<file path="src/design/hass_pkg.sv">
// Shared types and constants for the health-aware server selector.
`default_nettype none
package hass_pkg;

    localparam int GROUPS      = 64;
    localparam int GROUP_W     = $clog2(GROUPS);
    localparam int MAX_SERVERS = 16;
    localparam int SRV_W       = $clog2(MAX_SERVERS);
    localparam int CNT_W       = SRV_W + 1;
    localparam int HASH_W      = 32;

    // hash remainder: hash bits folded in per cycle
    localparam int MOD_DIGIT   = 4;
    localparam int MOD_STEPS   = HASH_W / MOD_DIGIT;
    localparam int MOD_STEP_W  = $clog2(MOD_STEPS);

    localparam logic [1:0] MODE_RR       = 2'd0;
    localparam logic [1:0] MODE_FAILOVER = 2'd1;
    localparam logic [1:0] MODE_STICKY   = 2'd2;

    typedef struct packed {
        logic [MAX_SERVERS-1:0] ok;
        logic [MAX_SERVERS-1:0] fade;
        logic [MAX_SERVERS-1:0] up;
        logic [MAX_SERVERS-1:0] mfade;
    } health_t;

    typedef struct packed {
        logic             start;
        logic [SRV_W-1:0] start_idx;
        logic [CNT_W-1:0] cnt;
        logic             allow_first;
        logic             allow_rest;
    } scan_cmd_t;

    typedef struct packed {
        logic             done;
        logic [SRV_W-1:0] sel;
        logic             fb;
    } scan_res_t;

    typedef struct packed {
        logic              start;
        logic [HASH_W-1:0] hash;
        logic [CNT_W-1:0]  cnt;
    } mod_cmd_t;

    typedef struct packed {
        logic             done;
        logic [SRV_W-1:0] rem;
    } mod_res_t;

endpackage
`default_nettype wire

</file>
<file path="src/design/hass_mod.sv">
// Iterative hash remainder: four hash bits per cycle through a compare/subtract chain.
`default_nettype none
module hass_mod
(
    input  wire logic              clk,
    input  wire logic              rst_n,
    input  wire hass_pkg::mod_cmd_t cmd,
    output hass_pkg::mod_res_t     res
);

    logic                                busy_reg;
    logic [hass_pkg::MOD_STEP_W-1:0]     step_reg;
    logic [hass_pkg::HASH_W-1:0]         sh_reg;
    logic [hass_pkg::CNT_W-1:0]          cnt_reg;
    logic [hass_pkg::SRV_W-1:0]          rem_reg;
    logic [hass_pkg::SRV_W-1:0]          rem_next;
    logic                                last;

    always_comb
    begin
        logic [hass_pkg::CNT_W-1:0] t;
        t = {1'b0, rem_reg};
        for (int i = 0; i < hass_pkg::MOD_DIGIT; i++)
        begin
            t = {t[hass_pkg::SRV_W-1:0], sh_reg[hass_pkg::HASH_W-1-i]};
            if (t >= cnt_reg)
            begin
                t = t - cnt_reg;
            end
        end
        rem_next = t[hass_pkg::SRV_W-1:0];
    end

    assign last = busy_reg
        && (step_reg == hass_pkg::MOD_STEP_W'(hass_pkg::MOD_STEPS - 1));

    always_ff @(posedge clk or negedge rst_n)
    begin
        if (!rst_n)
        begin
            busy_reg <= 1'b0;
            step_reg <= '0;
        end
        else if (cmd.start)
        begin
            busy_reg <= 1'b1;
            step_reg <= '0;
        end
        else if (busy_reg)
        begin
            busy_reg <= !last;
            step_reg <= step_reg + 1'b1;
        end
    end

    always_ff @(posedge clk)
    begin
        if (cmd.start)
        begin
            sh_reg  <= cmd.hash;
            cnt_reg <= cmd.cnt;
            rem_reg <= '0;
        end
        else if (busy_reg)
        begin
            sh_reg  <= sh_reg << hass_pkg::MOD_DIGIT;
            rem_reg <= rem_next;
        end
    end

    assign res.done = last;
    assign res.rem  = rem_next;

endmodule
`default_nettype wire

</file>
<file path="src/design/hass_scan.sv">
// Health scan: checks one server per cycle, wrapping from a start index.
`default_nettype none
module hass_scan
(
    input  wire logic               clk,
    input  wire logic               rst_n,
    input  wire hass_pkg::scan_cmd_t cmd,
    input  wire hass_pkg::health_t   masks,
    output hass_pkg::scan_res_t     res
);

    logic                       busy_reg;
    logic [hass_pkg::SRV_W-1:0] idx_reg;
    logic [hass_pkg::SRV_W-1:0] start_reg;
    logic [hass_pkg::SRV_W-1:0] step_reg;
    logic [hass_pkg::CNT_W-1:0] cnt_reg;
    logic                       allow_first_reg;
    logic                       allow_rest_reg;
    logic                       allow;
    logic                       fail_good;
    logic                       mon_good;
    logic                       hit;
    logic                       last;
    logic [hass_pkg::CNT_W-1:0] idx_inc;

    assign allow     = (step_reg == '0) ? allow_first_reg : allow_rest_reg;
    assign fail_good = masks.ok[idx_reg] | (allow & masks.fade[idx_reg]);
    assign mon_good  = masks.up[idx_reg] & (allow | ~masks.mfade[idx_reg]);
    assign hit       = busy_reg & fail_good & mon_good;
    assign last      = ({1'b0, step_reg} + 1'b1) == cnt_reg;
    assign idx_inc   = {1'b0, idx_reg} + 1'b1;

    always_ff @(posedge clk or negedge rst_n)
    begin
        if (!rst_n)
        begin
            busy_reg <= 1'b0;
        end
        else if (cmd.start)
        begin
            busy_reg <= 1'b1;
        end
        else if (busy_reg && (hit || last))
        begin
            busy_reg <= 1'b0;
        end
    end

    always_ff @(posedge clk)
    begin
        if (cmd.start)
        begin
            idx_reg         <= cmd.start_idx;
            start_reg       <= cmd.start_idx;
            cnt_reg         <= cmd.cnt;
            allow_first_reg <= cmd.allow_first;
            allow_rest_reg  <= cmd.allow_rest;
            step_reg        <= '0;
        end
        else if (busy_reg)
        begin
            idx_reg  <= (idx_inc >= cnt_reg) ? '0 : idx_inc[hass_pkg::SRV_W-1:0];
            step_reg <= step_reg + 1'b1;
        end
    end

    assign res.done = busy_reg & (hit | last);
    assign res.sel  = hit ? idx_reg : start_reg;
    assign res.fb   = !hit;

endmodule
`default_nettype wire

</file>
<file path="src/design/health_aware_server_selector_unit.sv">
// Top level: request sequencer, round-robin pointer memory and result register.
// Flow: a request is accepted, prepared, then k servers are scanned (k = 1..16);
// sticky requests with a nonzero hash first wait for the hash remainder, and a group
// of one skips the scan. One request at a time; the next one is accepted the cycle
// after the result is loaded into the output register.
// Reset: pointer valid bits clear at once, so every group pointer reads as zero.
`default_nettype none
module health_aware_server_selector_unit
(
    input  wire logic        clk,
    input  wire logic        rst_n,
    input  wire logic        in_valid,
    output logic             in_stall,
    input  wire logic [5:0]  group_id,
    input  wire logic [4:0]  server_count,
    input  wire logic [1:0]  mode,
    input  wire logic [31:0] client_hash,
    input  wire logic [15:0] fail_ok_mask,
    input  wire logic [15:0] fail_fade_mask,
    input  wire logic [15:0] monitor_up_mask,
    input  wire logic [15:0] monitor_fade_mask,
    output logic             out_valid,
    input  wire logic        out_stall,
    output logic [3:0]       server_index,
    output logic             fallback_used
);

    typedef enum logic [1:0]
    {
        ST_IDLE,
        ST_PREP,
        ST_SCAN,
        ST_OUT
    } state_t;

    state_t                           state_reg;
    logic [hass_pkg::GROUP_W-1:0]     grp_reg;
    logic [hass_pkg::CNT_W-1:0]       cnt_reg;
    logic [1:0]                       mode_reg;
    logic                             sticky_reg;
    hass_pkg::health_t                masks_reg;
    logic [hass_pkg::SRV_W-1:0]       ptr_rd_reg;
    logic                             ptr_vld_reg;
    logic [hass_pkg::SRV_W-1:0]       res_sel_reg;
    logic                             res_fb_reg;
    logic                             out_valid_reg;
    logic [hass_pkg::SRV_W-1:0]       server_index_reg;
    logic                             fallback_reg;

    logic [hass_pkg::SRV_W-1:0]       rr_mem [hass_pkg::GROUPS];
    logic [hass_pkg::GROUPS-1:0]      vld_reg;

    logic                             accept;
    logic                             out_load;
    logic [hass_pkg::CNT_W-1:0]       cnt_sat;
    logic                             sticky_in;
    logic [hass_pkg::SRV_W-1:0]       ptr_start;
    logic [hass_pkg::SRV_W-1:0]       ptr_raw;
    logic [hass_pkg::CNT_W-1:0]       sel_inc;
    logic                             ptr_wr;
    logic [hass_pkg::SRV_W-1:0]       ptr_wdata;

    hass_pkg::mod_cmd_t               mod_cmd;
    hass_pkg::mod_res_t               mod_res;
    hass_pkg::scan_cmd_t              scan_cmd;
    hass_pkg::scan_res_t              scan_res;

    assign accept   = in_valid && !in_stall;
    assign in_stall = (state_reg != ST_IDLE);
    assign out_load = (state_reg == ST_OUT) && (!out_valid_reg || !out_stall);

    always_comb
    begin
        if (server_count == '0)
        begin
            cnt_sat = hass_pkg::CNT_W'(1);
        end
        else if (server_count > hass_pkg::CNT_W'(hass_pkg::MAX_SERVERS))
        begin
            cnt_sat = hass_pkg::CNT_W'(hass_pkg::MAX_SERVERS);
        end
        else
        begin
            cnt_sat = server_count;
        end
    end

    assign sticky_in = (mode == hass_pkg::MODE_STICKY) && (client_hash != '0);

    // a group of one never scans, so the remainder is not needed
    assign mod_cmd.start = accept && sticky_in && (cnt_sat != hass_pkg::CNT_W'(1));
    assign mod_cmd.hash  = client_hash;
    assign mod_cmd.cnt   = cnt_sat;

    hass_mod u_mod
    (
        .clk   (clk),
        .rst_n (rst_n),
        .cmd   (mod_cmd),
        .res   (mod_res)
    );

    // stale pointer (not below count) restarts at server 0
    assign ptr_raw   = ptr_vld_reg ? ptr_rd_reg : '0;
    assign ptr_start = ({1'b0, ptr_raw} >= cnt_reg) ? '0 : ptr_raw;

    always_comb
    begin
        scan_cmd.start       = 1'b0;
        scan_cmd.cnt         = cnt_reg;
        scan_cmd.start_idx   = ptr_start;
        scan_cmd.allow_first = (mode_reg == hass_pkg::MODE_RR);
        scan_cmd.allow_rest  = (mode_reg == hass_pkg::MODE_RR);
        if (state_reg == ST_PREP && cnt_reg != hass_pkg::CNT_W'(1))
        begin
            if (mode_reg == hass_pkg::MODE_FAILOVER)
            begin
                scan_cmd.start       = 1'b1;
                scan_cmd.start_idx   = '0;
                scan_cmd.allow_first = 1'b1;
                scan_cmd.allow_rest  = 1'b1;
            end
            else if (sticky_reg)
            begin
                scan_cmd.start       = mod_res.done;
                scan_cmd.start_idx   = mod_res.rem;
                scan_cmd.allow_first = 1'b1;
                scan_cmd.allow_rest  = 1'b0;
            end
            else
            begin
                scan_cmd.start = 1'b1;
            end
        end
    end

    hass_scan u_scan
    (
        .clk   (clk),
        .rst_n (rst_n),
        .cmd   (scan_cmd),
        .masks (masks_reg),
        .res   (scan_res)
    );

    // round robin, mode three and sticky with a zero hash move the group pointer past the pick
    assign sel_inc   = {1'b0, scan_res.sel} + 1'b1;
    assign ptr_wdata = (sel_inc >= cnt_reg) ? '0 : sel_inc[hass_pkg::SRV_W-1:0];
    assign ptr_wr    = (state_reg == ST_SCAN) && scan_res.done
        && (mode_reg != hass_pkg::MODE_FAILOVER) && !sticky_reg;

    always_ff @(posedge clk)
    begin
        if (ptr_wr)
        begin
            rr_mem[grp_reg] <= ptr_wdata;
        end
        if (accept)
        begin
            ptr_rd_reg <= rr_mem[group_id[hass_pkg::GROUP_W-1:0]];
        end
    end

    always_ff @(posedge clk or negedge rst_n)
    begin
        if (!rst_n)
        begin
            vld_reg     <= '0;
            ptr_vld_reg <= 1'b0;
        end
        else
        begin
            if (ptr_wr)
            begin
                vld_reg[grp_reg] <= 1'b1;
            end
            if (accept)
            begin
                ptr_vld_reg <= vld_reg[group_id[hass_pkg::GROUP_W-1:0]];
            end
        end
    end

    always_ff @(posedge clk)
    begin
        if (accept)
        begin
            grp_reg         <= group_id[hass_pkg::GROUP_W-1:0];
            cnt_reg         <= cnt_sat;
            mode_reg        <= mode;
            sticky_reg      <= sticky_in;
            masks_reg.ok    <= fail_ok_mask;
            masks_reg.fade  <= fail_fade_mask;
            masks_reg.up    <= monitor_up_mask;
            masks_reg.mfade <= monitor_fade_mask;
        end
    end

    always_ff @(posedge clk or negedge rst_n)
    begin
        if (!rst_n)
        begin
            state_reg        <= ST_IDLE;
            out_valid_reg    <= 1'b0;
            server_index_reg <= '0;
            fallback_reg     <= 1'b0;
            res_sel_reg      <= '0;
            res_fb_reg       <= 1'b0;
        end
        else
        begin
            if (out_load)
            begin
                out_valid_reg <= 1'b1;
            end
            else if (out_valid_reg && !out_stall)
            begin
                out_valid_reg <= 1'b0;
            end
            case (state_reg)
                ST_IDLE:
                begin
                    if (accept)
                    begin
                        state_reg <= ST_PREP;
                    end
                end
                ST_PREP:
                begin
                    if (cnt_reg == hass_pkg::CNT_W'(1))
                    begin
                        res_sel_reg <= '0;
                        res_fb_reg  <= 1'b0;
                        state_reg   <= ST_OUT;
                    end
                    else if (scan_cmd.start)
                    begin
                        state_reg <= ST_SCAN;
                    end
                end
                ST_SCAN:
                begin
                    if (scan_res.done)
                    begin
                        res_sel_reg <= scan_res.sel;
                        res_fb_reg  <= scan_res.fb;
                        state_reg   <= ST_OUT;
                    end
                end
                ST_OUT:
                begin
                    if (out_load)
                    begin
                        server_index_reg <= res_sel_reg;
                        fallback_reg     <= res_fb_reg;
                        state_reg        <= ST_IDLE;
                    end
                end
                default:
                begin
                    state_reg <= ST_IDLE;
                end
            endcase
        end
    end

    assign out_valid     = out_valid_reg;
    assign server_index  = server_index_reg;
    assign fallback_used = fallback_reg;

    a_out_from_seq: assert property (@(posedge clk) disable iff (!rst_n)
        $rose(out_valid_reg) |-> $past(state_reg == ST_OUT))
        else $error("result appeared without a finished request");

    a_scan_in_scan: assert property (@(posedge clk) disable iff (!rst_n)
        scan_res.done |-> state_reg == ST_SCAN)
        else $error("scan finished outside the scan state");

    a_mod_in_prep: assert property (@(posedge clk) disable iff (!rst_n)
        mod_res.done |-> state_reg == ST_PREP && sticky_reg)
        else $error("remainder finished with no sticky request waiting");

    a_sel_in_range: assert property (@(posedge clk) disable iff (!rst_n)
        out_load |-> {1'b0, res_sel_reg} < cnt_reg)
        else $error("chosen server not below the server count");

    a_ptr_in_range: assert property (@(posedge clk) disable iff (!rst_n)
        ptr_wr |-> {1'b0, ptr_wdata} < cnt_reg)
        else $error("stored pointer not below the server count");

endmodule
`default_nettype wire
</file>
<file path="config.mk">
export PLATFORM = sky130hd
export DESIGN_NAME = health_aware_server_selector_unit
export DESIGN_NICKNAME = d
export VERILOG_FILES = /design/src/design/hass_pkg.sv /design/src/design/hass_mod.sv /design/src/design/hass_scan.sv /design/src/design/health_aware_server_selector_unit.sv
export SDC_FILE = /design/constraint.sdc
export NUM_CORES = 1
export LEC_CHECK = 0
export BUFFER_PORTS_ARGS = -buffer_cell sky130_fd_sc_hd__buf_4
export CAP_MARGIN = 20
export CORE_MARGIN = 2
export CORE_UTILIZATION = 40
export DETAILED_ROUTE_END_ITERATION = 6
export GPL_ROUTABILITY_DRIVEN = 0
export GPL_TIMING_DRIVEN = 1
export HOLD_SLACK_MARGIN = 0.1
export PLACE_DENSITY_LB_ADDON = 0.12
export SLEW_MARGIN = 15
export SYNTH_ARGS = -nofsm -noshare
export SYNTH_HDL_FRONTEND = slang
export SYNTH_SLANG_ARGS = --single-unit
</file>
<file path="constraint.sdc">
create_clock -name clk -period 10.2 [get_ports clk]
set_input_delay 1.02 -clock clk [delete_from_list [all_inputs] [get_ports clk]]
set_output_delay 1.02 -clock clk [all_outputs]
set_load 0.05 [all_outputs]
</file>
### After elaboration in Yosys (flattened, before gate mapping)

Memory sizes are Yosys's and may differ from the RTL's. A register that Yosys moved wholly into a read port is not among the register bits.
Index checks and enable logic that the tools add are counted.

| operators by class | value |
|---|---|
| reductions and logical operators | 35 |
| multiplexer cells | 57 |
| bitwise gates (word level) | 10 |
| order comparisons | 12 |
| $add $sub $neg | 9 |
| equality and inequality tests | 16 |

Operator list:

| kind | count |
|---|---|
| 32-bit 2-to-1 mux | 2 |
| 64-bit bitwise OR | 1 |
| 4-bit 2-to-1 mux | 14 |
| 32-bit nonzero test | 1 |
| 5-bit greater-or-equal comparator | 6 |
| 5-bit 2-to-1 mux | 4 |
| 1-bit 2-to-1 mux | 18 |
| 1-bit binary-select mux with 4-bit select | 4 |
| 2-bit 2-to-1 mux | 8 |
| 4-bit subtractor | 4 |
| 4-bit by 1-bit adder with 5-bit output, second input constant | 3 |
| 6-bit by 7-bit less-than comparator with 1-bit output, second input constant | 2 |
| 1-bit logical AND | 13 |
| 2-bit nonzero test | 6 |
| 5-bit by 1-bit != test with 1-bit output, second input constant | 2 |
| 2-bit one-hot mux with 4 select lines | 1 |
| 4-bit one-hot mux with 2 select lines | 1 |
| 1-bit binary-select mux with 6-bit select | 1 |
| 1-bit demux with 6-bit select | 1 |
| 2-bit equality test, second input constant | 3 |
| 6-bit by 1-bit greater-or-equal comparator with 1-bit output, second input constant | 1 |
| 1-bit logical NOT | 6 |
| 3-bit 2-to-1 mux | 2 |
| 2-bit != test, second input constant | 3 |
| other kinds (22) | 32 |

| word-level totals | value |
|---|---|
| output and inout bits | 7 |
| word-level logic and storage cells | 168 |
| register bits | 221 |
| input port bits | 113 |
| memory bits (writable) | 256 |
| memories | 1 |

Memory list:

| name | depth | bits a word | rd ports | clocked after memory_dff | write ports | line | text |
|---|---|---|---|---|---|---|---|
| rr_mem | 64 | 4 | 1 | 1 | 1 | health_aware_server_selector_unit.sv:50 | `logic [hass_pkg::SRV_W-1:0] rr_mem [hass_pkg::GROUPS];` |

### Depth between registers and ports, before layout

Gate-level depths: netlist of the first run.

| depth | value |
|---|---|
| depth after elaboration | 14 |
| mapped depth | 28 |
| gate-level depth less buffers | 28 |

### Modules after synthesis

From an unflattened synthesis of the first run, not the netlist that was laid out.

| second synthesis, totals | value |
|---|---|
| cell total of the unflattened synthesis | 1261 |
| area, all modules | 20877.5 µm² |

By module, submodules not included:

| module | cells each | seq. area each (µm²) | instances | area an instance (µm²) |
|---|---|---|---|---|
| health_aware_server_selector_unit | 891 | 12101.6 | 1 | 16484.6 |
| hass_mod | 222 | 1291.2 | 1 | 2753.9 |
| hass_scan | 148 | 555.5 | 1 | 1639.1 |

### Worst setup path after synthesis of the first run

No wires, ideal clock.

| path | value |
|---|---|
| path type | register to register |
| start point | register u_mod.cnt_reg[1] in the netlist's numbering |
| end point | register u_scan.idx_reg[3] in the netlist's numbering (data pin) |
| arrival | 6.334 ns |
| path slack | 3.593 ns |
| cell stages (with the launch flop) | 28 |
| clock period less this slack | 6.607 ns |
| required time | 9.926 ns |
| cells stage by stage | edfxtp_1 -> inv_1 -> ha_1 -> a21o_1 -> a21o_1 -> a21o_1 -> a21oi_1 -> mux2_2 -> ha_1 -> a21o_1 -> a21o_1 -> a21oi_1 -> mux2_2 -> inv_1 -> ha_1 -> a21o_1 -> a21o_1 -> a21o_1 -> a21o_1 -> mux2i_1 -> ha_1 -> a21o_1 -> a21o_1 -> a21o_1 -> a21oi_1 -> nor2_1 -> a311oi_1 -> o211ai_1 |

| on the way | value |
|---|---|
| cells in the longest elaborated chain, start to end | 12 |
| elaborated cells on any way between the ends | 16 |
| those cells by class | 4 x add/sub; 4 x order compare; 8 x mux |

Ends and longest elaborated chain:

| what | line | text |
|---|---|---|
| from (decl) | hass_mod.sv:14 | `logic [hass_pkg::CNT_W-1:0] cnt_reg;` |
| from (signal assigned) | hass_mod.sv:61 | `cnt_reg <= cmd.cnt;` |
| 4-bit subtractor / 5-bit greater-or-equal comparator (equally long branches) | hass_mod.sv:28, hass_mod.sv:26 |  |
| 4-bit 2-to-1 mux | hass_mod.sv:26 | `if (t >= cnt_reg)` |
| 4-bit subtractor / 5-bit greater-or-equal comparator (equally long branches) | hass_mod.sv:28, hass_mod.sv:26 |  |
| 4-bit 2-to-1 mux | hass_mod.sv:26 |  |
| 5-bit greater-or-equal comparator / 4-bit subtractor (equally long branches) | hass_mod.sv:26, hass_mod.sv:28 |  |
| 4-bit 2-to-1 mux | hass_mod.sv:26 |  |
| 4-bit subtractor / 5-bit greater-or-equal comparator (equally long branches) | hass_mod.sv:28, hass_mod.sv:26 |  |
| 4-bit 2-to-1 mux * | hass_mod.sv:26 |  |
| 4-bit 2-to-1 mux * | health_aware_server_selector_unit.sv:123 | `else if (sticky_reg)` |
| 5-bit 2-to-1 mux * | health_aware_server_selector_unit.sv:116 | `if (mode_reg == hass_pkg::MODE_FAILOVER)` |
| 5-bit 2-to-1 mux * | health_aware_server_selector_unit.sv:114 | `if (state_reg == ST_PREP && cnt_reg != hass_pkg::CNT_W'(1))` |
| 4-bit 2-to-1 mux * | hass_scan.sv:51 | `if (cmd.start)` |
| to (signal assigned) | hass_scan.sv:53 | `idx_reg <= cmd.start_idx;` |
| to (signal assigned) | hass_scan.sv:62 | `idx_reg <= (idx_inc >= cnt_reg) ? '0 : idx_inc[hass_pkg::SRV_W-1:0];` |
| to (decl) | hass_scan.sv:13 | `logic [hass_pkg::SRV_W-1:0] idx_reg;` |

Mark *: on every way between the ends. The rest lies on a longest branch, timed or not.
A chain may end at the register's enable or synchronous reset.

==> reports/results.tsv, run 1 <==
stage	metric	value	unit
layout	largest_reg_flops	256	
layout	nNetsFinal	1564	
placed_design	placedCellCount	2026	
global_routing	grt_max_degree	71	
route	drc_errors	0	
logic_synthesis	ys_dominant_reg_cell	edfxtp_1	
critical_path	critPathKind	reg2reg	
critical_path	start_kind	flip-flop	
cts	clkLatencyLatePin	0.60	ns
logic_synthesis	synth_compound_gate_area_share	0.0385	
cts	root_buffer	clkbuf_16	
logic_synthesis	synth_top_family_by_area	multiplexers	
cts	cts_max_level	2	
placed_design	numPortBuffers	119	
logic_synthesis	synth.area.mux_share	0.139	
timing	hold_viol	0	
placed_design	dpl.hpwl	30700	µm
route	vias_per_cell	5.27	
floorplanning	io_pins	120	
cts	cts_resized	0	
placed_design	post-place-ws	2.68	ns
global_routing	grt_pass1_vias	11900	
cts	cts_tree	built	
timing	fin_crit	7.55	ns
cts	numClockSinks	481	
global_routing	antenna_found_initial	0	
logic_synthesis	synth_top_cell_area_share	0.562	
critical_path	critical_path_arrival	7.85	ns
route	antenna_left	0	
timing	tightestPinTransition	1.09	ns
global_routing	track_usage	0.179	
pwr	powerDensity	299	mW/mm²
logic_synthesis	synth_seq_cells	481	
logic_synthesis	yosysTopAreaCell	edfxtp_1	
layout	register_area	0.0139	mm²
layout	diodes	0	
layout	n_fill_cell	4415	
cts	cts_buffers	53	
route	wl_per_cell	22.1	µm
logic_synthesis	synth_cell_types	78	
pwr	vdd_drop_max	325	µV
logic_synthesis	synthXorXnorAreaFrac	0.00877	
logic_synthesis	synth.net_count	1429	
placed_design	post_dp_cell_area	0.0224	mm²
critical_path	crit_path_end_kind	flip-flop	
layout	finalCoreUtilization	0.470	
global_routing	grt_pass1_wl	72400	µm
timing	holdWs	0.367	ns
floorplanning	initial_core_util	0.405	
floorplanning	die_y	232	µm
floorplanning	core_region_area	0.0514	mm²
layout	area.growth.synth_to_final	16.0	%
critical_path	required	10.50	ns
logic_synthesis	synth.area.top_cells	edfxtp_1 56%, mux4_2 12%, dfrtp_1 10%	
timing	setup_tns	0	ns
route	first_pass_iters	4	
timing	setup_violations	0	
timing	fin_ws	2.65	ns
min_path	min-delay-path-class	in2async	
route	via_count	11200	
cts	clk_pin_slew_worst_paths	0.06	ns
route	drt_iter0_drc	635	
cts	clock_path_buffers	3	
timing	fmax	132	MHz
floorplanning	num_rows	83	
timing	slew_headroom	0.269	
layout	instances_no_fill	2126	
route	wl	46900	µm
run_status	status	finished clean	
pwr	p_total	7.23	mW
logic_synthesis	yosysWarnings	0	
timing	drv_slew	0	
timing	rsz0062_at_grt	no	
logic_synthesis	ys_seq_area_frac	0.669	
timing	fin_crit_sh	0.740	
critical_path	cp_max_fo	8	
cts	postCtsSetupBuffers	0	
floorplanning	die_area	0.0539	mm²
logic_synthesis	synth_area	0.0208	mm²
logic_synthesis	synthArstFlopShare	0.173	
layout	layout-drive-gt1-share	0.263	
cts	hold_buffers	0	
logic_synthesis	netlist_instances	1267	
pwr	p_leak	9.07	nW
floorplanning	die_w	232	µm
logic_synthesis	synth_fa_ha_area_frac	0.0309	
logic_synthesis	synth_edf_count	390	
global_routing	overflow	0	
layout	multi_input_area	0.00640	mm²
flow_run	drv_cap	0	
logic_synthesis	yosys.area_share.simple	0.0888	
logic_synthesis	syn_avg_cell_area	16.4	µm²
layout	post-route-cell-area	0.0242	mm²
timing	finClkSkew	0.0175	ns
-- logic make-up after synthesis --
logic type               Yosys count
flip-flops                       481
AND/OR/NAND/NOR                  364
adder cells (fa/ha/maj)           49
buffers and inverters            101
AO/OA/AOI/OAI                    112
multiplexers                     140
XOR/XNOR                          20
-- cells in the mapped netlist, drive strengths merged, types with 6 or more instances --
| library cell | number |
|---|---|
| clkbuf | 29 |
| mux2i | 7 |
| a21o | 23 |
| or2 | 68 |
| nor3 | 63 |
| nand4 | 6 |
| buf | 27 |
| o21ai | 25 |
| dfxtp | 8 |
| and2 | 7 |
| inv | 43 |
| mux2 | 16 |
| xnor2 | 9 |
| nand2 | 116 |
| ha | 45 |
| o211ai | 8 |
| dfrtp | 83 |
| nand2b | 12 |
| nor4 | 8 |
| mux4 | 117 |
| nor2b | 14 |
| a21oi | 18 |
| xor2 | 11 |
| nor2 | 33 |
| nand3 | 23 |
| edfxtp | 390 |
-- area by class of cell --
cell class,count,area share
timing repair buffer,136,0.0427
inverter,45,0.00704
clock buffer,74,0.0619
clock inverter,25,0.0115
tap,680,0.0352
sequential,481,0.577
multi-input combinational,685,0.265
-- worst max-delay path: stages (launching register included) --
cell,delay [ns]
edfxtp_1,0.52
inv_1,0.27
ha_1,0.30
a21o_1,0.16
a21o_1,0.20
a21o_1,0.18
a21oi_1,0.29
mux2_2,0.41
ha_1,0.33
a21o_1,0.17
a21o_1,0.17
a21oi_1,0.36
mux2_2,0.44
inv_1,0.07
ha_1,0.23
a21o_1,0.16
a21o_1,0.16
a21o_1,0.18
a21o_1,0.22
mux2i_1,0.33
ha_1,0.32
a21o_1,0.16
a21o_1,0.17
a21o_1,0.19
a21oi_1,0.49
nor2_1,0.10
a311oi_1,0.50
o22ai_1,0.18
-- path summary, 6_finish.rpt --
| path | from | end | slack (ns) | depth (start not counted) |
|---|---|---|---|---|
| min | rst_n | vld_reg[44]$_DFFE_PN0P_ | 0.37 | 1 |
| max in group asynchronous | rst_n | vld_reg[23]$_DFFE_PN0P_ | 8.70 | 2 |
| max | u_mod.cnt_reg[1]$_DFFE_PP_ | u_scan.start_reg[3]$_DFFE_PP_ | 2.65 | 27 |
| min reg2reg | cnt_reg[2]$_DFFE_PP_ | u_scan.cnt_reg[2]$_DFFE_PP_ | 0.45 | 0 |
| min in group clk | cnt_reg[2]$_DFFE_PP_ | u_scan.cnt_reg[2]$_DFFE_PP_ | 0.45 | 0 |
| max reg2reg | u_mod.cnt_reg[1]$_DFFE_PP_ | u_scan.start_reg[3]$_DFFE_PP_ | 2.65 | 27 |
-- power breakdown --
group	internal (mW)	switching (mW)
sequential	2.88	0.133
combinational	0.796	1.49
clock	1.17	0.764
total	4.85	2.38
-- cell usage in the layout, fill, tap and decap left out, types with 4 or more instances in the layout --
master	count
edfxtp_1	390
buf_4	134
nand2_1	116
mux4_2	113
dfrtp_1	83
nor3_1	61
clkbuf_16	54
or2_1	50
ha_1	45
inv_1	42
nor2_1	30
a21o_1	23
nand3_1	23
o21ai_0	22
or2_2	18
a21oi_1	17
mux2_2	15
nor2b_1	13
clkbuf_1	13
nand2b_1	12
clkinv_1	11
xor2_1	10
xnor2_1	9
clkinv_2	9
nor4_1	8
dfxtp_1	8
mux2i_1	7
clkbuf_8	7
and2_1	6
nand4_1	6
bufinv_16	6
a22oi_1	5
o211ai_2	4
o211ai_1	4
mux4_1	4
o22ai_1	4
fa_1	4
-- per-layer routing --
metal	wire, µm	track usage	up-vias
li1	-	-	5176
met4	964	0.0509	0
met2	23700	0.301	214
met1	20200	0.239	5752
met5	0	0	-
met3	2080	0.0292	67
Power figures use the tool's default switching activity.
==> run 2, diff against run 1 <==
==> constraint.sdc (replaced) <==
create_clock -name clk -period 7.7 [get_ports clk]
set_input_delay 0.77 -clock clk [delete_from_list [all_inputs] [get_ports clk]]
set_output_delay 0.77 -clock clk [all_outputs]
set_load 0.05 [all_outputs]
==> run 2 against run 1 <==
Against the previous run:
- non-clock buffer count rose by 1
- wire length fell by 0.22%
- clock skew increased by 0.00057 ns
- global-route usage decreased by 0.11 points
- via count decreased by 0.29%
- fmax up 7.0%
- die area unchanged
- setup slack got worse by 2.0 ns
- combinational power is 35% higher
- sequential power up 33%
- count of clock-buffer cells in the layout shrank 5
- critical endpoint unchanged
- final cell count stayed put
==> reports/results.tsv, run 2 (same netlist as run 1, synthesis figures left out) <==
stage	metric	value	unit
route	vias_per_cell	5.26	
placed_design	post_dp_cell_area	0.0224	mm²
layout	largest_reg_flops	256	
placed_design	placedCellCount	2028	
critical_path	required	8.02	ns
cts	cts_max_level	2	
floorplanning	core_region_area	0.0514	mm²
floorplanning	initial_core_util	0.405	
route	via_count	11200	
critical_path	start_kind	flip-flop	
cts	clock_path_buffers	3	
timing	fmax	142	MHz
critical_path	critPathKind	reg2reg	
route	wl_per_cell	22.0	µm
route	antenna_left	0	
layout	nNetsFinal	1564	
critical_path	critical_path_arrival	7.37	ns
floorplanning	num_rows	83	
pwr	vdd_drop_max	334	µV
timing	drv_slew	0	
global_routing	grt_pass1_wl	71700	µm
critical_path	cp_max_fo	5	
layout	diodes	0	
timing	slew_headroom	0.265	
pwr	powerDensity	397	mW/mm²
timing	finClkSkew	0.0181	ns
pwr	p_total	9.57	mW
global_routing	antenna_found_initial	0	
run_status	status	finished clean	
global_routing	track_usage	0.178	
cts	cts_buffers	52	
layout	layout-drive-gt1-share	0.263	
route	drt_iter0_drc	758	
timing	rsz0062_at_grt	no	
floorplanning	die_area	0.0539	mm²
timing	fin_crit_sh	0.916	
floorplanning	io_pins	120	
layout	layout_commonest_cell	edfxtp_1	
layout	area.growth.synth_to_final	15.8	%
critical_path	cp_top_family	compound AO/OA/AOI/OAI gates	
flow_run	drv_cap	0	
timing	setup_tns	0	ns
global_routing	overflow	0	
layout	instances_no_fill	2126	
placed_design	dpl.hpwl	31300	µm
placed_design	post-place-ws	0.573	ns
timing	fin_crit	7.05	ns
critical_path	crit_path_end_kind	flip-flop	
timing	holdWs	0.125	ns
global_routing	grt_max_degree	67	
route	wl	46800	µm
critical_path	cpPeakStageDelay	0.51	ns
layout	finalCoreUtilization	0.469	
min_path	min-delay-path-class	in2async	
cts	root_buffer	clkbuf_16	
timing	fin_ws	0.646	ns
timing	setup_violations	0	
cts	clk_pin_slew_worst_paths	0.06	ns
critical_path	cp_slowest_cell	edfxtp_1	
layout	post-route-cell-area	0.0241	mm²
floorplanning	die_w	232	µm
pwr	p_leak	9.05	nW
critical_path	critical_path_buf_inv_count	2	
cts	numClockSinks	481	
cts	cts_tree	built	
timing	hold_viol	0	
timing	tightestPinTransition	1.10	ns
floorplanning	die_y	232	µm
critical_path	crit_top_cell	a21o_1	
cts	hold_buffers	0	
layout	n_fill_cell	4432	
placed_design	numPortBuffers	119	
route	first_pass_iters	5	
route	drc_errors	0	
global_routing	grt_pass1_vias	11700	
layout	final_cell_mix	390 x edfxtp_1, 135 x buf_4, 116 x nand2_1	
cts	clkLatencyLatePin	0.59	ns
## run 2: cell types whose count changed in the layout (fill, tap and decap cells not counted), sizes merged
cell	change
clkbuf	-5
clkinv	+5
bufinv	-1
buf	+1
## run 2: worst paths after layout
check | startpoint | endpoint | slack, ns | depth (start not counted)
worst max register to register | u_mod.cnt_reg[1]$_DFFE_PP_ | u_scan.start_reg[3]$_DFFE_PP_ | 0.65 | 27
worst min-delay path | rst_n | vld_reg[56]$_DFFE_PN0P_ | 0.13 | 1
worst max-delay path | u_mod.cnt_reg[1]$_DFFE_PP_ | u_scan.start_reg[3]$_DFFE_PP_ | 0.65 | 27
min in group clk | monitor_fade_mask[14] | masks_reg[14]$_DFFE_PP_ | 0.35 | 1
worst min register to register | vld_reg[51]$_DFFE_PN0P_ | vld_reg[51]$_DFFE_PN0P_ | 0.46 | 1
max in group asynchronous | rst_n | vld_reg[53]$_DFFE_PN0P_ | 6.46 | 2
## run 2: worst register-to-register path, delay by kind of cell, from the launching register on
kind	cells	cell delay (ns)
AO/OA/AOI/OAI	17	3.52
adder cells (fa/ha/maj)	4	1.20
buffers and inverters	2	0.33
flip-flops	1	0.51
multiplexers	3	1.18
AND/OR/NAND/NOR	1	0.07
## run 2: what timing repair did
| item | CTS | global route |
|---|---|---|
| setup buffers | 0 | 0 |
| gates resized for setup | 0 | 1 |
| setup endpoints to repair | 0 | 2 |
## run 2: routing by layer
layer,vias up,part of all wire,global-route usage
met1,5729,0.44,0.238
met2,211,0.50,0.301
met4,0,0.020,0.0491
li1,5178,-,-
met5,-,0,0
met3,59,0.039,0.0265
## run 2: report_power, final
part / internal (mW) / switching [mW] / leakage, nW
Combinational: 1.09 / 1.99 / 3.44
Sequential: 3.81 / 0.197 / 4.78
Clock: 1.47 / 1.01 / 0.835
Total: 6.37 / 3.20 / 9.05
## run 2: area by class of cell
class / instances / area (µm²) / share of cell area
multi-input combinational: 685 / 6400 / 0.265
inverter: 45 / 170 / 0.00705
timing repair buffer: 137 / 1060 / 0.0438
tap: 680 / 851 / 0.0353
clock buffer: 69 / 1430 / 0.0592
sequential: 481 / 13900 / 0.578
clock inverter: 29 / 272 / 0.0113
==> run 3, diff against run 2 <==
--- a/config.mk
+++ b/config.mk
@@ -5,9 +5,10 @@
 export SDC_FILE = /design/constraint.sdc
 export NUM_CORES = 1
 export LEC_CHECK = 0
+export ABC_CLOCK_PERIOD_IN_PS = 7700
 export BUFFER_PORTS_ARGS = -buffer_cell sky130_fd_sc_hd__buf_4
 export CAP_MARGIN = 20
-export CORE_MARGIN = 2
+export CORE_MARGIN = 5
 export CORE_UTILIZATION = 40
 export DETAILED_ROUTE_END_ITERATION = 6
 export GPL_ROUTABILITY_DRIVEN = 0
@@ -17,4 +18,5 @@
 export SLEW_MARGIN = 15
 export SYNTH_ARGS = -nofsm -noshare
 export SYNTH_HDL_FRONTEND = slang
+export SYNTH_HIERARCHICAL = 1
 export SYNTH_SLANG_ARGS = --single-unit
==> run 3 against run 2 <==
Against the previous run:
- clock power down 5%
- critical path depth fell by 3
- non-clock buffer count is 4 lower
- die area is 5.4% higher
- wire length rose by 1.4%
- global-route usage shrank 1.0 points
- synthesized cell count down 0.47%
- final area fell by 0.43%
- setup slack improved by 0.51 ns
- largest power group unchanged
==> reports/results.tsv, run 3 <==
stage	metric	value	unit
global_routing	antenna_found_initial	0	
cts	cts_buffers	52	
logic_synthesis	synth_cell_types	76	
layout	largest_reg_flops	256	
timing	setup_tns	0	ns
route	first_pass_iters	4	
global_routing	use_met3	0.0275	
timing	tightestPinTransition	0.952	ns
placed_design	placedCellCount	2016	
global_routing	grt_pass1_vias	11800	
timing	drv_slew	0	
logic_synthesis	synth_seq_cells	481	
logic_synthesis	synth.net_count	1423	
logic_synthesis	ys_seq_area_frac	0.668	
logic_synthesis	synthArstFlopShare	0.173	
cts	cts_tree	built	
layout	n_fill_cell	4495	
route	wl	47400	µm
route	drt_iter0_drc	669	
cts	numClockSinks	481	
critical_path	start_kind	flip-flop	
layout	instances_no_fill	2110	
layout	final_cell_mix	390 x edfxtp_1, 132 x buf_4, 93 x nor2_1	
timing	holdWs	0.368	ns
floorplanning	initial_core_util	0.405	
layout	diodes	0	
logic_synthesis	yosysWarnings	6	
critical_path	reg2reg_setup_slack	1.16	ns
min_path	min-delay-path-class	in2reg	
layout	layout_commonest_cell	edfxtp_1	
logic_synthesis	ys_dominant_reg_cell	edfxtp_1	
critical_path	cpPeakStageDelay	0.54	ns
critical_path	cp_slowest_cell	a221oi_1	
global_routing	grt_pass1_wl	72800	µm
timing	slew_headroom	0.364	
logic_synthesis	yosysTopAreaCell	edfxtp_1	
placed_design	numPortBuffers	119	
pwr	powerDensity	386	mW/mm²
logic_synthesis	synth_edf_count	390	
timing	finClkSkew	0.0245	ns
global_routing	grt_util_met2	0.279	
timing	setup_violations	0	
run_status	status	finished clean	
floorplanning	die_y	238	µm
floorplanning	num_rows	83	
logic_synthesis	yosysMostFrequentCell	edfxtp_1	
floorplanning	core_region_area	0.0515	mm²
critical_path	critical_path_buf_inv_count	2	
floorplanning	die_area	0.0569	mm²
critical_path	cp_top_family	compound AO/OA/AOI/OAI gates	
logic_synthesis	synth.area.top_cells	edfxtp_1 56%, dfrtp_1 9.9%, mux4_2 8.7%	
timing	fmax	153	MHz
logic_synthesis	netlist_instances	1261	
critical_path	critical_path_arrival	6.87	ns
route	antenna_left	0	
timing	hold_viol	0	
layout	register_area	0.0139	mm²
timing	fin_crit_sh	0.850	
logic_synthesis	ys_top_cells_by_count	390 x edfxtp_1, 95 x nor2_1, 83 x dfrtp_1, 81 x mux4_2, 53 x inv_1	
critical_path	crit_path_end_kind	flip-flop	
critical_path	cp_max_fo	7	
route	wl_per_cell	22.5	µm
route	vias_per_cell	5.27	
layout	layout-drive-gt1-share	0.264	
global_routing	overflow	0	
floorplanning	die_w	238	µm
critical_path	required	8.02	ns
critical_path	critPathKind	reg2reg	
layout	area.growth.synth_to_final	15.1	%
global_routing	grt_util_met1	0.229	
logic_synthesis	synth_area	0.0209	mm²
pwr	p_leak	8.94	nW
cts	clock_path_buffers	3	
critical_path	crit_top_cell	ha_1	
global_routing	grt_max_degree	73	
logic_synthesis	syn_avg_cell_area	16.6	µm²
cts	root_buffer	clkbuf_16	
global_routing	track_usage	0.167	
route	via_count	11100	
cts	clk_pin_slew_worst_paths	0.06	ns
cts	clkLatencyLatePin	0.59	ns
layout	multi_input_area	0.00643	mm²
pwr	vdd_drop_max	273	µV
cts	cts_max_level	2	
layout	nNetsFinal	1553	
global_routing	gr-max-usage-layer	met2	
timing	fin_crit	6.54	ns
critical_path	worstPathCellList	inv_1 -> ha_1 -> a31oi_2 -> o21ai_2 -> mux2_4 -> ha_1 -> nand2_1 -> o21ai_1 -> a31o_1 -> mux2_2 -> ha_1 -> and2_0 -> a221oi_1 -> mux2i_1 -> ha_1 -> a21o_1 -> a31oi_1 -> o21ai_1 -> inv_1 -> mux2_4 -> nand2_1 -> o21ai_0 -> nand2_1 -> o21ai_0	
floorplanning	io_pins	120	
flow_run	drv_cap	0	
logic_synthesis	synth_top_cell_area_share	0.561	
route	drc_errors	0	
placed_design	dpl.hpwl	31400	µm
timing	rsz0062_at_grt	no	
## run 3: logic make-up (layout without fill, tap and decap cells)
family	after synthesis	in the layout	synth area share
adders and majority gates	49	49	0.0308
xor gates and xnor gates	20	20	0.00839
buffers and inverters	110	279	0.0254
DFF	481	481	0.668
AOI/OAI and AO/OA	158	158	0.0559
and+or+nand+nor	269	269	0.0640
muxes	174	174	0.147
## run 3: worst register-to-register path, cell delays in order, from the launching register on
cell,delay (ns)
edfxtp_1,0.46
inv_1,0.30
ha_1,0.32
a31oi_2,0.25
o21ai_2,0.12
mux2_4,0.32
ha_1,0.35
nand2_1,0.07
o21ai_1,0.29
a31o_1,0.26
mux2_2,0.35
ha_1,0.32
and2_0,0.21
a221oi_1,0.54
mux2i_1,0.50
ha_1,0.27
a21o_1,0.12
a31oi_1,0.04
o21ai_1,0.39
inv_1,0.15
mux2_4,0.33
nand2_1,0.06
o21ai_0,0.10
nand2_1,0.07
o21ai_0,0.07
## run 3: power breakdown
part | leakage (nW) | total (mW) | switching [mW] | internal [mW]
clock network | 0.785 | 2.35 | 0.994 | 1.35
logic | 3.39 | 2.99 | 1.85 | 1.14
registers | 4.77 | 3.93 | 0.192 | 3.73
## run 3: worst paths after layout
path,from,to,depth (start not counted)
worst max-delay path,u_mod/cnt_reg[1]$_DFFE_PP_,u_scan/idx_reg[2]$_DFFE_PP_,24
worst min-delay path,monitor_fade_mask[14],masks_reg[14]$_DFFE_PP_,1
worst max register to register,u_mod/cnt_reg[1]$_DFFE_PP_,u_scan/idx_reg[2]$_DFFE_PP_,24
worst min register to register,vld_reg[45]$_DFFE_PN0P_,vld_reg[45]$_DFFE_PN0P_,1
max in group asynchronous,rst_n,vld_reg[33]$_DFFE_PN0P_,3
min in group asynchronous,rst_n,u_mod/busy_reg$_DFF_PN0_,2
## run 3: through the flow
step | area, µm² | setup slack (ns) | util | power, mW
after global routing | 24000 | 0.733 | 0.466 | 9.83
after CTS | 24000 | 1.20 | 0.466 | 9.40
after detailed placement | 22400 | 1.25 | 0.435 | 7.02
after global placement | 22400 | 1.34 | 0.435 | 6.95
final | 24000 | 1.16 | 0.466 | 9.26
after floorplan | 20900 | 2.01 | - | 6.08
## run 3: repair_timing
action / 4_1_cts / 5_1_grt
setup buffers: 0 / 0
resized for setup: 0 / 0
endpoints found under the hold margin: 16 / 0
hold buffers: 1 / 0
## run 3: cell type report
cell class	count	area share
Clock buffer	69	0.0590
Clock inverter	24	0.00734
Inverter	53	0.00833
Multi-Input combinational cell	670	0.268
Sequential cell	481	0.581
Tap cell	680	0.0354
Timing Repair Buffer	133	0.0417
## run 3: metal layers
| metal | share of wire | vias up |
|---|---|---|
| li1 | - | 5156 |
| met1 | 0.45 | 5717 |
| met2 | 0.49 | 173 |
| met3 | 0.038 | 76 |
| met4 | 0.025 | 0 |
| met5 | 0 | - |
